===== config.mk =====
export PLATFORM = sky130hd
export DESIGN_NAME = buffer_pool_frame_replacement
export DESIGN_NICKNAME = d
export VERILOG_FILES = /design/src/rtl/bpfr_pkg.sv /design/src/rtl/bpfr_front.sv /design/src/rtl/bpfr_engine.sv /design/src/rtl/buffer_pool_frame_replacement.sv
export SDC_FILE = /design/constraint.sdc
export NUM_CORES = 2
export LEC_CHECK = 0
export ABC_AREA = 0
export BUFFER_PORTS_ARGS = -buffer_cell sky130_fd_sc_hd__buf_2
export CORE_MARGIN = 2
export CORE_UTILIZATION = 49
export DETAILED_ROUTE_END_ITERATION = 10
export SYNTH_ARGS = -nofsm -noshare
export SYNTH_HDL_FRONTEND = slang
export SYNTH_HIERARCHICAL = 1
export SYNTH_SLANG_ARGS = --single-unit

===== constraint.sdc =====
create_clock -name clk_i -period 9.7 [get_ports clk_i]
set_input_delay 0.485 -clock clk_i [delete_from_list [all_inputs] [get_ports clk_i]]
set_output_delay 0.485 -clock clk_i [all_outputs]
set_load 0.01 [all_outputs]

===== src/rtl/bpfr_pkg.sv =====
`timescale 1ns / 1ps
`default_nettype none
// ----------------------------------------------------------------------------
// bpfr_pkg
// shared types and constants of the buffer pool frame replacement block
// ----------------------------------------------------------------------------
package bpfr_pkg;

  localparam int unsigned NumFrames = 16;
  localparam int unsigned IdxW      = $clog2(NumFrames);
  localparam int unsigned PageW     = 16;

  typedef enum logic [1:0] {
    REQ_PIN   = 2'd0,
    REQ_UNPIN = 2'd1,
    REQ_DIRTY = 2'd2,
    REQ_FORCE = 2'd3
  } req_e;

  typedef enum logic [1:0] {
    ST_OK        = 2'd0,
    ST_NO_SPACE  = 2'd1,
    ST_NOT_RES   = 2'd2,
    ST_NOT_PIN   = 2'd3
  } status_e;

  typedef enum logic [1:0] {
    POL_FIFO = 2'd0,
    POL_LRU  = 2'd1,
    POL_LFU  = 2'd2,
    POL_LFU3 = 2'd3
  } policy_e;

  localparam logic [0:0] CFG_POLICY = 1'b0;
  localparam logic [0:0] CFG_FRAMES = 1'b1;

  typedef struct packed {
    logic [1:0]       req_type;
    logic [PageW-1:0] page_num;
  } req_t;

  typedef struct packed {
    logic [1:0]       status;
    logic [IdxW-1:0]  frame_index;
    logic             hit;
    logic             load_needed;
    logic             writeback_needed;
    logic [PageW-1:0] writeback_page;
    logic [31:0]      reads_total;
    logic [31:0]      writes_total;
  } rsp_t;

endpackage
`default_nettype wire


===== src/rtl/bpfr_front.sv =====
`timescale 1ns / 1ps
`default_nettype none
// ----------------------------------------------------------------------------
// bpfr_front
// request intake: two-entry queue that decouples the host from the engine
// ----------------------------------------------------------------------------
module bpfr_front import bpfr_pkg::*; (
  input  wire logic clk_i,
  input  wire logic rst_ni,
  input  wire logic req_valid_i,
  output logic      req_ready_o,
  input  wire req_t req_i,
  output logic      q_valid_o,
  input  wire logic q_ready_i,
  output req_t      q_o
);

  req_t       mem_q [2];
  logic       wr_q, rd_q;
  logic [1:0] cnt_q;
  logic       push, pop;

  assign req_ready_o = (cnt_q != 2'd2);
  assign q_valid_o   = (cnt_q != 2'd0);
  assign q_o         = mem_q[rd_q];
  assign push        = req_valid_i && req_ready_o;
  assign pop         = q_valid_o && q_ready_i;

  always_ff @(posedge clk_i or negedge rst_ni) begin
    if (!rst_ni) begin
      wr_q  <= 1'b0;
      rd_q  <= 1'b0;
      cnt_q <= 2'd0;
    end else begin
      if (push) wr_q <= ~wr_q;
      if (pop) rd_q <= ~rd_q;
      if (push && !pop) cnt_q <= cnt_q + 2'd1;
      else if (pop && !push) cnt_q <= cnt_q - 2'd1;
    end
  end

  always_ff @(posedge clk_i) begin
    if (push) mem_q[wr_q] <= req_i;
  end

endmodule
`default_nettype wire


===== src/rtl/bpfr_engine.sv =====
`timescale 1ns / 1ps
`default_nettype none
// ----------------------------------------------------------------------------
// bpfr_engine
// frame table, lookup, victim search over frames and state update
// ----------------------------------------------------------------------------
module bpfr_engine import bpfr_pkg::*; (
  input  wire logic       clk_i,
  input  wire logic       rst_ni,
  input  wire logic       cfg_valid_i,
  input  wire logic [0:0] cfg_index_i,
  input  wire logic [4:0] cfg_data_i,
  input  wire logic       q_valid_i,
  output logic            q_ready_o,
  input  wire req_t       q_i,
  output logic            rsp_valid_o,
  input  wire logic       rsp_ready_i,
  output rsp_t            rsp_o
);

  typedef enum logic [1:0] {S_IDLE, S_LOOK, S_SCAN, S_DONE} state_e;

  state_e state_q;
  logic [1:0]  pol_q;
  logic [4:0]  fiu_q;
  logic [PageW-1:0] page_q [NumFrames];
  logic [NumFrames-1:0] valid_q, dirty_q;
  logic [7:0]  pins_q [NumFrames];
  logic [IdxW-1:0] rank_q [NumFrames];
  logic [15:0] uses_q [NumFrames];
  logic [4:0]  filled_q;
  logic [31:0] rd_cnt_q, wr_cnt_q;
  req_t        req_q;
  logic        found_q, free_q, best_ok_q;
  logic [IdxW-1:0] fidx_q, free_idx_q, best_q, scan_q;
  logic        rsp_valid_q;
  rsp_t        rsp_q;

  logic [4:0]  n;
  logic        found, free_f;
  logic [IdxW-1:0] fidx, free_idx;
  logic        better, is_lfu;
  logic [IdxW-1:0] tgt, mv_rank;
  logic        do_front, do_load;
  logic        commit;
  rsp_t        rsp_d;

  always_comb begin
    n = fiu_q;
    if (n == 5'd0) n = 5'd1;
    if (n > 5'(NumFrames)) n = 5'(NumFrames);
    found = 1'b0; fidx = '0; free_f = 1'b0; free_idx = '0;
    for (int i = NumFrames - 1; i >= 0; i--) begin
      if (5'(i) < n) begin
        if (valid_q[i] && page_q[i] == req_q.page_num) begin
          found = 1'b1; fidx = IdxW'(i);
        end
        if (!valid_q[i]) begin
          free_f = 1'b1; free_idx = IdxW'(i);
        end
      end
    end
  end

  assign is_lfu = pol_q[1];
  always_comb begin
    better = 1'b0;
    if (pins_q[scan_q] == 8'd0) begin
      if (!best_ok_q) better = 1'b1;
      else if (is_lfu)
        better = (uses_q[scan_q] < uses_q[best_q]) ||
                 (uses_q[scan_q] == uses_q[best_q] && rank_q[scan_q] > rank_q[best_q]);
      else better = rank_q[scan_q] > rank_q[best_q];
    end
  end

  assign q_ready_o   = (state_q == S_IDLE);
  assign rsp_valid_o = rsp_valid_q;
  assign rsp_o       = rsp_q;
  assign commit      = (state_q == S_DONE) && (!rsp_valid_q || rsp_ready_i);

  // commit happens in S_DONE; target frame and actions
  always_comb begin
    do_load  = (req_q.req_type == REQ_PIN) && !found_q && (free_q || best_ok_q);
    tgt      = found_q ? fidx_q : (free_q ? free_idx_q : best_q);
    do_front = do_load || ((req_q.req_type == REQ_PIN) && found_q && pol_q == POL_LRU);
    mv_rank  = rank_q[tgt];
  end

  always_comb begin
    rsp_d              = '0;
    rsp_d.reads_total  = rd_cnt_q;
    rsp_d.writes_total = wr_cnt_q;
    if (req_q.req_type == REQ_PIN) begin
      if (found_q) begin
        rsp_d.hit         = 1'b1;
        rsp_d.frame_index = fidx_q;
      end else if (do_load) begin
        if (valid_q[tgt] && dirty_q[tgt]) begin
          rsp_d.writeback_needed = 1'b1;
          rsp_d.writeback_page   = page_q[tgt];
          rsp_d.writes_total     = wr_cnt_q + 32'd1;
        end
        rsp_d.load_needed = 1'b1;
        rsp_d.reads_total = rd_cnt_q + 32'd1;
        rsp_d.frame_index = tgt;
      end else begin
        rsp_d.status = ST_NO_SPACE;
      end
    end else if (!found_q) begin
      rsp_d.status = ST_NOT_RES;
    end else if (req_q.req_type == REQ_UNPIN) begin
      if (pins_q[fidx_q] == 8'd0) rsp_d.status = ST_NOT_PIN;
      else rsp_d.frame_index = fidx_q;
    end else if (req_q.req_type == REQ_DIRTY) begin
      rsp_d.frame_index = fidx_q;
    end else begin
      rsp_d.writeback_needed = 1'b1;
      rsp_d.writeback_page   = page_q[fidx_q];
      rsp_d.writes_total     = wr_cnt_q + 32'd1;
      rsp_d.frame_index      = fidx_q;
    end
  end

  always_ff @(posedge clk_i) begin
    if (commit && do_load) page_q[tgt] <= req_q.page_num;
  end

  always_ff @(posedge clk_i or negedge rst_ni) begin
    if (!rst_ni) begin
      state_q     <= S_IDLE;
      pol_q       <= POL_FIFO;
      fiu_q       <= 5'd16;
      valid_q     <= '0;
      dirty_q     <= '0;
      filled_q    <= '0;
      rd_cnt_q    <= '0;
      wr_cnt_q    <= '0;
      rsp_valid_q <= 1'b0;
      rsp_q       <= '0;
      req_q       <= '0;
      found_q     <= 1'b0;
      free_q      <= 1'b0;
      best_ok_q   <= 1'b0;
      fidx_q      <= '0;
      free_idx_q  <= '0;
      best_q      <= '0;
      scan_q      <= '0;
      for (int i = 0; i < NumFrames; i++) begin
        pins_q[i] <= '0;
        uses_q[i] <= '0;
        rank_q[i] <= IdxW'(i);
      end
    end else begin
      if (cfg_valid_i) begin
        if (cfg_index_i == CFG_POLICY) pol_q <= cfg_data_i[1:0];
        else fiu_q <= cfg_data_i;
      end
      if (commit) rsp_valid_q <= 1'b1;
      else if (rsp_ready_i) rsp_valid_q <= 1'b0;
      case (state_q)
        S_IDLE: begin
          if (q_valid_i) begin
            req_q   <= q_i;
            state_q <= S_LOOK;
          end
        end
        S_LOOK: begin
          found_q    <= found;
          fidx_q     <= fidx;
          free_q     <= free_f;
          free_idx_q <= free_idx;
          best_ok_q  <= 1'b0;
          best_q     <= '0;
          scan_q     <= '0;
          if (req_q.req_type == REQ_PIN && !found && !free_f) state_q <= S_SCAN;
          else state_q <= S_DONE;
        end
        S_SCAN: begin
          if (better) begin
            best_q    <= scan_q;
            best_ok_q <= 1'b1;
          end
          if (5'(scan_q) + 5'd1 >= n) state_q <= S_DONE;
          else scan_q <= scan_q + IdxW'(1);
        end
        S_DONE: begin
          if (commit) begin
            rsp_q    <= rsp_d;
            rd_cnt_q <= rsp_d.reads_total;
            wr_cnt_q <= rsp_d.writes_total;
            if (req_q.req_type == REQ_PIN) begin
              if (found_q) begin
                if (pins_q[fidx_q] != 8'hff) pins_q[fidx_q] <= pins_q[fidx_q] + 8'd1;
                if (uses_q[fidx_q] != 16'hffff) uses_q[fidx_q] <= uses_q[fidx_q] + 16'd1;
              end else if (do_load) begin
                if (free_q && filled_q < 5'(NumFrames)) filled_q <= filled_q + 5'd1;
                valid_q[tgt] <= 1'b1;
                dirty_q[tgt] <= 1'b0;
                pins_q[tgt]  <= 8'd1;
                uses_q[tgt]  <= 16'd1;
              end
            end else if (found_q) begin
              if (req_q.req_type == REQ_UNPIN) begin
                if (pins_q[fidx_q] != 8'd0) pins_q[fidx_q] <= pins_q[fidx_q] - 8'd1;
              end else begin
                dirty_q[fidx_q] <= (req_q.req_type == REQ_DIRTY);
              end
            end
            if (do_front) begin
              for (int i = 0; i < NumFrames; i++) begin
                if (rank_q[i] < mv_rank) rank_q[i] <= rank_q[i] + IdxW'(1);
              end
              rank_q[tgt] <= '0;
            end
            state_q <= S_IDLE;
          end
        end
        default: state_q <= S_IDLE;
      endcase
    end
  end

endmodule
`default_nettype wire


===== src/rtl/buffer_pool_frame_replacement.sv =====
`timescale 1ns / 1ps
`default_nettype none
// ----------------------------------------------------------------------------
// buffer_pool_frame_replacement
// page replacement controller for a buffer pool (FIFO, LRU, LFU)
// ----------------------------------------------------------------------------
// channel  dir  handshake                     payload
// req      in   req_valid_i / req_ready_o     req_i (req_t)
// rsp      out  rsp_valid_o / rsp_ready_i     rsp_o (rsp_t)
// cfg      in   cfg_valid_i / cfg_ready_o     cfg_index_i, cfg_data_i
//
// the engine takes a beat, looks it up and commits it (S_IDLE, S_LOOK,
// S_DONE); a pin miss with no free frame adds a victim scan over each frame
// of the configured pool (S_SCAN). a two-beat queue in front takes beats while
// the engine works; the result register holds until rsp_ready_i.
// reset clears all control and frame status at once.
// ----------------------------------------------------------------------------
module buffer_pool_frame_replacement import bpfr_pkg::*; (
  input  wire logic       clk_i,
  input  wire logic       rst_ni,
  input  wire logic       cfg_valid_i,
  output logic            cfg_ready_o,
  input  wire logic [0:0] cfg_index_i,
  input  wire logic [4:0] cfg_data_i,
  input  wire logic       req_valid_i,
  output logic            req_ready_o,
  input  wire req_t       req_i,
  output logic            rsp_valid_o,
  input  wire logic       rsp_ready_i,
  output rsp_t            rsp_o
);

  logic q_valid, q_ready;
  req_t q_req;

  assign cfg_ready_o = 1'b1;

  bpfr_front u_front (
    .clk_i, .rst_ni, .req_valid_i, .req_ready_o, .req_i,
    .q_valid_o(q_valid), .q_ready_i(q_ready), .q_o(q_req)
  );

  bpfr_engine u_engine (
    .clk_i, .rst_ni, .cfg_valid_i, .cfg_index_i, .cfg_data_i,
    .q_valid_i(q_valid), .q_ready_o(q_ready), .q_i(q_req),
    .rsp_valid_o, .rsp_ready_i, .rsp_o
  );

  a_load_status: assert property (@(posedge clk_i) disable iff (!rst_ni)
    rsp_valid_o && rsp_o.load_needed |-> rsp_o.status == ST_OK && !rsp_o.hit)
    else $error("load with bad status");

  a_hit_no_load: assert property (@(posedge clk_i) disable iff (!rst_ni)
    rsp_valid_o && rsp_o.hit |-> !rsp_o.load_needed && !rsp_o.writeback_needed)
    else $error("hit with disk traffic");

  a_wb_page: assert property (@(posedge clk_i) disable iff (!rst_ni)
    rsp_valid_o && !rsp_o.writeback_needed |-> rsp_o.writeback_page == '0)
    else $error("stray writeback page");

endmodule
`default_nettype wire


[Word level (Yosys, flattened, before mapping)]
Memory sizes are Yosys's and may differ from the RTL's. A register that Yosys moved wholly into a read port is not among the register bits.
Index checks and enable logic that the tools add are counted.
Word-level totals
  output and inout bits: 92
  RAM bits: 292
  word-level logic and storage cells: 578
  memories: 2
  register bits after elaboration: 602
  input bits: 29
Cells by class
  magnitude comparators: 46
  mux-type cells: 305
  equality and inequality tests: 36
  bitwise gates (word level): 19
  $add $sub $neg: 25
  reductions and logical operators: 73
Memories
  u_engine.page_q: words 16, width 16, read ports 18, clocked after memory_dff 0, wr ports 1, RTL line bpfr_engine.sv:26  | logic [PageW-1:0] page_q [NumFrames];
  u_front.mem_q: words 2, width 18, read ports 1, clocked after memory_dff 1, wr ports 1, RTL line bpfr_front.sv:18  | req_t mem_q [2];
Operator list (number)
  two-way mux 128 bit: 7
  two-way mux 256 bit: 3
  two-way mux 4 bit: 144
  equality test 16 bit: 17
  bitwise mux 128 bit: 2
  bitwise mux 256 bit: 1
  AND 240 bit: 1
  NOT 240 bit: 1
  two-way mux 16 bit: 13
  binary-select mux 16 bit (select 4 bit): 3
  two-way mux 32 bit: 6
  two-way mux 82 bit: 2
  demux 16 bit (select 4 bit): 2
  AND 112 bit: 1
  NOT 112 bit: 1
  two-way mux 17 bit: 5
  two-way mux 1 bit: 82
  adder 4 x 1 -> 4 bit (second input constant): 17
  adder 32 x 1 -> 32 bit (second input constant): 2
  AND 64 bit: 1
  binary-select mux 8 bit (select 4 bit): 2
  demux 8 bit (select 4 bit): 2
  less-than comparator 4 bit: 16
  NOT 64 bit: 1
  56 further kinds: 172

[Logic depth before layout (Yosys ltp)]
  depth after elaboration: 41
  mapped depth: 22
  mapped depth without buffers: 16

[Cells and area by module]
The synthesis kept the hierarchy.
Modules (own cells, without submodules)
  bpfr_engine: seq. area each 23143.4 um2, area each 54159.4 um2, times used 1, cells each 4904
  bpfr_front: seq. area each 1181.1 um2, area each 1542.7 um2, times used 1, cells each 74
  buffer_pool_frame_replacement: seq. area each 0.0 um2, area each 11.3 um2, times used 1, cells each 2

[Least setup slack after synthesis]
Ideal clock, no wire load.
  path type: register to register
  start point: register u_engine.fidx_q[0]
  end point: register u_engine/rank_q[59] in the netlist's numbering
  setup slack: 4631 ps
  period minus slack after synthesis: 5069 ps
  setup time: 69 ps
  path buffers: 8
  required time: 9631 ps
  stages on the path, launching flop included: 19
  arrival time: 4999 ps
  path through: dfrtp_1 > buf_6 > buf_12 > buf_6 > buf_6 > buf_6 > mux2i_2 > clkbuf_1 > clkbuf_1 > clkbuf_1 > and3_1 > a311oi_1 > o31ai_1 > ha_1 > a21o_1 > a21oi_1 > nand2_1 > or4_1 > nand3_1
On the way
  word-level cells in the longest chain between the ends: 11
  elaborated cells on any way between the ends: 17
  classes of those cells: order compare (3); mux (10); bitwise (3); reduce/logical (1)
Ends and longest elaborated chain
  start: declaration: RTL line bpfr_engine.sv:35  | logic [IdxW-1:0] fidx_q, free_idx_q, best_q, scan_q;
  start signal: assignment: RTL line bpfr_engine.sv:170  | fidx_q <= fidx;
  two-way mux 4 bit *: RTL line bpfr_engine.sv:85  | tgt = found_q ? fidx_q : (free_q ? free_idx_q : best_q);
  NOT 4 -> 5 bit (not written as such) *: RTL line bpfr_engine.sv:87, bpfr_engine.sv:214
  binary-select mux 4 bit (select 4 bit): RTL line bpfr_engine.sv:87  | mv_rank = rank_q[tgt];
  two-way mux 4 bit (not written as such) (2 in series): RTL line bpfr_engine.sv:87
  less-than comparator 4 bit: RTL line bpfr_engine.sv:212  | if (rank_q[i] < mv_rank) rank_q[i] <= rank_q[i] + IdxW'(1);
  two-way mux 4 bit: RTL line bpfr_engine.sv:212
  two-way mux 4 bit: RTL line bpfr_engine.sv:210  | if (do_front) begin
  two-way mux 4 bit: RTL line bpfr_engine.sv:188  | if (commit) begin
  two-way mux 4 bit: RTL line bpfr_engine.sv:161  | case (state_q)
  AND 64 bit (no source line) *
  end signal: indexed assignment: RTL line bpfr_engine.sv:152  | rank_q[i] <= IdxW'(i);
  end: declaration: RTL line bpfr_engine.sv:29  | logic [IdxW-1:0] rank_q [NumFrames];
Every way passes the cells marked *; elsewhere a longest branch is shown, timed or not. The select of a mux whose other input is x is not followed.
A chain may end at the register's enable or synchronous reset.

[Final worst setup path]
  start point: register u_engine.fidx_q[0]
  end point: register u_engine/pins_q[119] in the netlist's numbering
On the way
  word-level cells in the longest chain between the ends: 11
  elaborated cells on any way between the ends: 34
  classes of those cells: add/sub (2); order compare (4); eq/ne (2); mux (17); bitwise (4); reduce/logical (5)
Ends and longest elaborated chain
  branches (longest 11 deep; another with subtractor 8 x 1 -> 8 bit)
  end signal: indexed assignment: RTL line bpfr_engine.sv:150  | pins_q[i] <= '0;
  end signal: indexed assignment: RTL line bpfr_engine.sv:200  | pins_q[tgt] <= 8'd1;
  end: declaration: RTL line bpfr_engine.sv:28  | logic [7:0] pins_q [NumFrames];
Several ways; the timed one is not identified. The select of a mux whose other input is x is not followed.

==> impl_results.md <==
- Clk_skew: 0.0236 ns
- Reg-to-reg startpoint: u_engine/fidx_q[0]
- Max-Slew Margin vs Limit: 1.55%
- Number of warnings reported in the yosys synthesis log: 6
- Vertical extent of the die: 341 um
- Min-delay worst type: in -> reg
- Number of cells traversed by the worst hold path: 2
- Number of standard cells in the layout, taps in and fillers out: 6552
- Transition time of the tightest slew-check pin: 1.47 ns
- Iter 0 DRT Violations: 6199
- Instance count of the mapped netlist: 4980
- ANT nets after route: 0
- Worst Hold End: u_engine/fiu_q[0]
- Hold Fails Final Rpt: 0
- Overall die width: 341 um
- Standard-cell row count: 123
- Vias in the first global route: 43100
- Hold Crit Start: cfg_data_i[0]
- Routing usage on met1: 46.7%
- Number of levels the H-tree was split into: 3
- Vias after detailed routing: 45500
- # setup viols final: 0
- Portion of the post-synthesis area used by sequential elements: 43.7%
- HPWL after detailed placement: 138 mm
- Largest voltage drop on the vdd net: 0.000226 V
- Crit path DAT: 6.57 ns
- Grt total ovfl: 0
- Fmax: 0.167 GHz
- Number of max-slew violations in the final report: 0
- Post-synth EDFFs: 292
- R2r endpoint: u_engine/pins_q[119]
- Failing checks: capacitance limit
- Clock transition at the registers of the reported paths: 0.06 ns
- Wire length of the first global-routing pass: 298 mm
- Fraction of final layout cells with drive strength greater than 1: 18.7%
- CTS tree: built
- Number of cells upsized or downsized after cts: 0
- Clock Sinks: 912
- Placed Instances: 6332
- Layer with the highest usage after global routing: met2
- Minimum period implied by the final worst setup slack: 5.97 ns
- Final weighted congestion of routability-driven global placement: 0.982
- Met2 Resource Use GR: 53.0%
- Clk root buf: sky130_fd_sc_hd__clkbuf_16
- Clock tree buffer depth: 3
- Num ports: 121
- Status: finished, violations left
- Category of the critical setup timing path: reg -> reg
- R2R depth: 10
- Grt met3 use: 5.77%
- Number of nets in the synthesized netlist: 5114
- Netlist Area Pre-Place: 55700 um^2
- Startpoint types: register
- Initial antenna violation count: 1
- Dominant synthesized flop cell: sky130_fd_sc_hd__dfrtp_1
- GR Util All Layers: 34.4%
- Number of remaining DRC errors: 0
- Static leakage: 23.5 nW
- Cell Pwr Density: 271 nW/um^2
- Final period util: 61.6%
- Pin count of the biggest net entering global routing: 156
- Maximum fanout along the worst path: 46
- Crit. End Element: register
- Post-DR wirelength/cell: 31.0 um
- Inserted Clock Buffers: 103
- Clock latency on the worst-skew pair: 0.72 ns
- Wire length reported by the detailed router: 203 mm
- Setup slack, reg-to-reg: 3.73 ns
- Required time of the worst setup path: 10.30 ns
- Mean instance size in the synthesized netlist: 11.2 um^2
- Setup TNS: 0 ns
- Area growth from synthesis to final layout: 10.9%
- First-pass iteration count of the detailed router: 6
- Final net count: 5094
- Area of the placeable core: 113000 um^2
- Count of buffers from port buffering: 119
- Max cap viols: 1
- Area enclosed by the die boundary: 116000 um^2
- Number of distinct standard cells referenced by the synthesized netlist: 91
- Post-CTS setup buffer count: 0
- Post-synthesis register bit count: 912
- Number of vias per cell after detailed routing: 6.95
- Initial core utilization: 49.5%
- Proportion of register bits with asynchronous set or reset after synthesis: 68.0%
- Unrepaired setup endpoints after global routing: no
==> worst max path at each step <==
| stage | startpoint | end | slack [ns] | cells past startpoint |
|---|---|---|---|---|
| finish | u_engine/fidx_q[0] | u_engine/pins_q[119] | 3.73 | 10 |
| global route | u_engine/fidx_q[0] | u_engine/pins_q[58] | 3.48 | 10 |
| CTS | u_engine/fidx_q[0] | u_engine/pins_q[119] | 3.80 | 10 |
| detailed placement | u_engine/fidx_q[0] | u_engine/pins_q[119] | 3.82 | 10 |
| global placement | u_engine/fidx_q[0] | u_engine/pins_q[108] | 3.93 | 10 |
| floorplan | u_engine/fidx_q[0] | u_engine/rank_q[59] | 4.63 | 18 |
==> metrics by stage <==
step / utilization, % / setup slack, ns / area (um^2) / hold slack (ns) / power, W
3_3_place_gp: 51.2 / 3.93 / 57700 / 0.452 / 0.0121
3_5_place_dp: 51.2 / 3.82 / 57700 / 0.453 / 0.0122
4_1_cts: 54.8 / 3.80 / 61800 / 0.000522 / 0.0166
2_1_floorplan: - / 4.63 / 55700 / 0.189 / 0.00971
6_report: 54.8 / 3.73 / 61800 / 0.0313 / 0.0167
5_1_grt: 54.8 / 3.48 / 61800 / 0.0164 / 0.0174
==> sequential cells by signal (all words and copies together), names as in the netlist <==
register,count
u_engine/scan_q,4
u_engine/free_idx_q,4
u_engine/rsp_valid_o,1
u_engine/pins_q,128
u_engine/dirty_q,16
u_front/wr_q,1
u_front/rd_q,1
u_engine/best_q,4
u_engine/pol_q,2
u_engine/rsp_o,89
u_engine/req_q,18
u_engine/state_q,2
u_engine/free_q,1
u_engine/best_ok_q,1
u_engine/found_q,1
u_front/mem_q,36
u_engine/uses_q,256
u_engine/rank_q,64
u_engine/fidx_q,4
u_engine/valid_q,16
u_engine/page_q,256
u_front/cnt_q,2
u_engine/fiu_q,5
==> where the power goes <==
| part | switching (W) | leakage, nW | internal [W] |
|---|---|---|---|
| clock network | 0.00172 | 1.85 | 0.00266 |
| logic | 0.00486 | 10.9 | 0.00245 |
| registers | 0.000554 | 10.8 | 0.00448 |
==> area by class of cell <==
cell class | count | area [um^2]
fill | 9676 | 50900
multi-input combinational | 3583 | 29600
sequential | 912 | 24300
clock buffer | 136 | 2920
tap | 1500 | 1880
timing repair buffer | 257 | 1750
clock inverter | 60 | 895
inverter | 103 | 387
antenna | 1 | 2.50
==> per-layer routing <==
metal | wire length, um | vias up
li1 | - | 19200
met1 | 78800 | 23000
met2 | 92600 | 2746
met3 | 18500 | 563
met4 | 12900 | 0
met5 | 0 | -
==> cells in the mapped netlist, types with 19 or more instances <==
| cell type | n | share of area (%) |
|---|---|---|
| sky130_fd_sc_hd__a21oi_1 | 115 | 1.0 |
| sky130_fd_sc_hd__nor2_1 | 186 | 1.3 |
| sky130_fd_sc_hd__o31ai_1 | 59 | 0.79 |
| sky130_fd_sc_hd__a22o_1 | 162 | 2.5 |
| sky130_fd_sc_hd__inv_1 | 100 | 0.67 |
| sky130_fd_sc_hd__o2bb2ai_1 | 187 | 2.9 |
| sky130_fd_sc_hd__o21a_1 | 25 | 0.34 |
| sky130_fd_sc_hd__ha_1 | 105 | 2.4 |
| sky130_fd_sc_hd__buf_1 | 39 | 0.26 |
| sky130_fd_sc_hd__or2_2 | 21 | 0.24 |
| sky130_fd_sc_hd__xor2_1 | 151 | 2.4 |
| sky130_fd_sc_hd__buf_2 | 65 | 0.58 |
| sky130_fd_sc_hd__clkbuf_1 | 251 | 1.7 |
| sky130_fd_sc_hd__dfrtp_1 | 587 | 26 |
| sky130_fd_sc_hd__xnor2_1 | 192 | 3.0 |
| sky130_fd_sc_hd__nor4_1 | 100 | 1.1 |
| sky130_fd_sc_hd__nand4_1 | 113 | 1.3 |
| sky130_fd_sc_hd__a221oi_1 | 45 | 0.71 |
| sky130_fd_sc_hd__dfstp_2 | 33 | 1.6 |
| sky130_fd_sc_hd__nand3_1 | 150 | 1.3 |
| sky130_fd_sc_hd__mux2i_1 | 107 | 1.9 |
| sky130_fd_sc_hd__a311oi_1 | 81 | 1.3 |
| sky130_fd_sc_hd__o21ai_0 | 113 | 1.0 |
| sky130_fd_sc_hd__mux2_2 | 51 | 1.0 |
| sky130_fd_sc_hd__o22ai_1 | 32 | 0.36 |
| sky130_fd_sc_hd__nand2_1 | 644 | 4.3 |
| sky130_fd_sc_hd__a22oi_1 | 73 | 0.98 |
| sky130_fd_sc_hd__edfxtp_1 | 292 | 16 |
| sky130_fd_sc_hd__and2_1 | 20 | 0.22 |
| sky130_fd_sc_hd__o211ai_1 | 27 | 0.36 |
| sky130_fd_sc_hd__nor3_1 | 90 | 0.81 |
| sky130_fd_sc_hd__nand2b_1 | 47 | 0.53 |
| sky130_fd_sc_hd__mux4_2 | 319 | 13 |
| sky130_fd_sc_hd__a21o_1 | 35 | 0.47 |
| sky130_fd_sc_hd__a32o_1 | 19 | 0.34 |
| sky130_fd_sc_hd__and3_1 | 65 | 0.73 |
==> cells by family (layout without fill, tap and decap cells) <==
family | count (synthesis) | in the layout | share of synthesized area (%)
other | 1 | 2 | 0.00673
and+or+nand+nor | 1533 | 1533 | 13.3
buffers and inverters | 485 | 556 | 3.75
xor gates and xnor gates | 343 | 343 | 5.39
DFF | 912 | 912 | 43.7
adders and majority gates | 105 | 105 | 2.36
AOI/OAI and AO/OA | 1114 | 1114 | 15.5
muxes | 487 | 487 | 16.1
==> repair_timing <==
item | 4_1_cts | 5_1_grt
endpoints found under the setup margin | 0 | 0
endpoints found under the hold margin | 120 | 0
hold buffers | 23 | 0
==> critical path: stages (launching register included) <==
cell and delay [ns]:
sky130_fd_sc_hd__dfrtp_4 0.86, sky130_fd_sc_hd__buf_4 0.69, sky130_fd_sc_hd__mux4_2 0.60, sky130_fd_sc_hd__mux4_2 0.77, sky130_fd_sc_hd__ha_1 0.34, sky130_fd_sc_hd__a21bo_2 0.24
sky130_fd_sc_hd__o32ai_1 0.14, sky130_fd_sc_hd__a41oi_4 0.86, sky130_fd_sc_hd__buf_4 0.61, sky130_fd_sc_hd__o21ai_1 0.35, sky130_fd_sc_hd__a22o_1 0.32
==> placed cells by master, fill, tap and decap left out, types with 104 or more instances in the layout <==
cell type                   count
sky130_fd_sc_hd__edfxtp_1     292
sky130_fd_sc_hd__a21oi_1      114
sky130_fd_sc_hd__nand4_1      113
sky130_fd_sc_hd__buf_2        118
sky130_fd_sc_hd__nand2_1      644
sky130_fd_sc_hd__a22o_1       162
sky130_fd_sc_hd__buf_4        111
sky130_fd_sc_hd__nor2_1       170
sky130_fd_sc_hd__mux4_2       319
sky130_fd_sc_hd__xnor2_1      188
sky130_fd_sc_hd__mux2i_1      107
sky130_fd_sc_hd__ha_1         104
sky130_fd_sc_hd__o21ai_0      112
sky130_fd_sc_hd__nand3_1      149
sky130_fd_sc_hd__dfrtp_1      579
sky130_fd_sc_hd__clkbuf_16    105
sky130_fd_sc_hd__o2bb2ai_1    187
sky130_fd_sc_hd__xor2_1       145
Power figures use the tool's default switching activity.
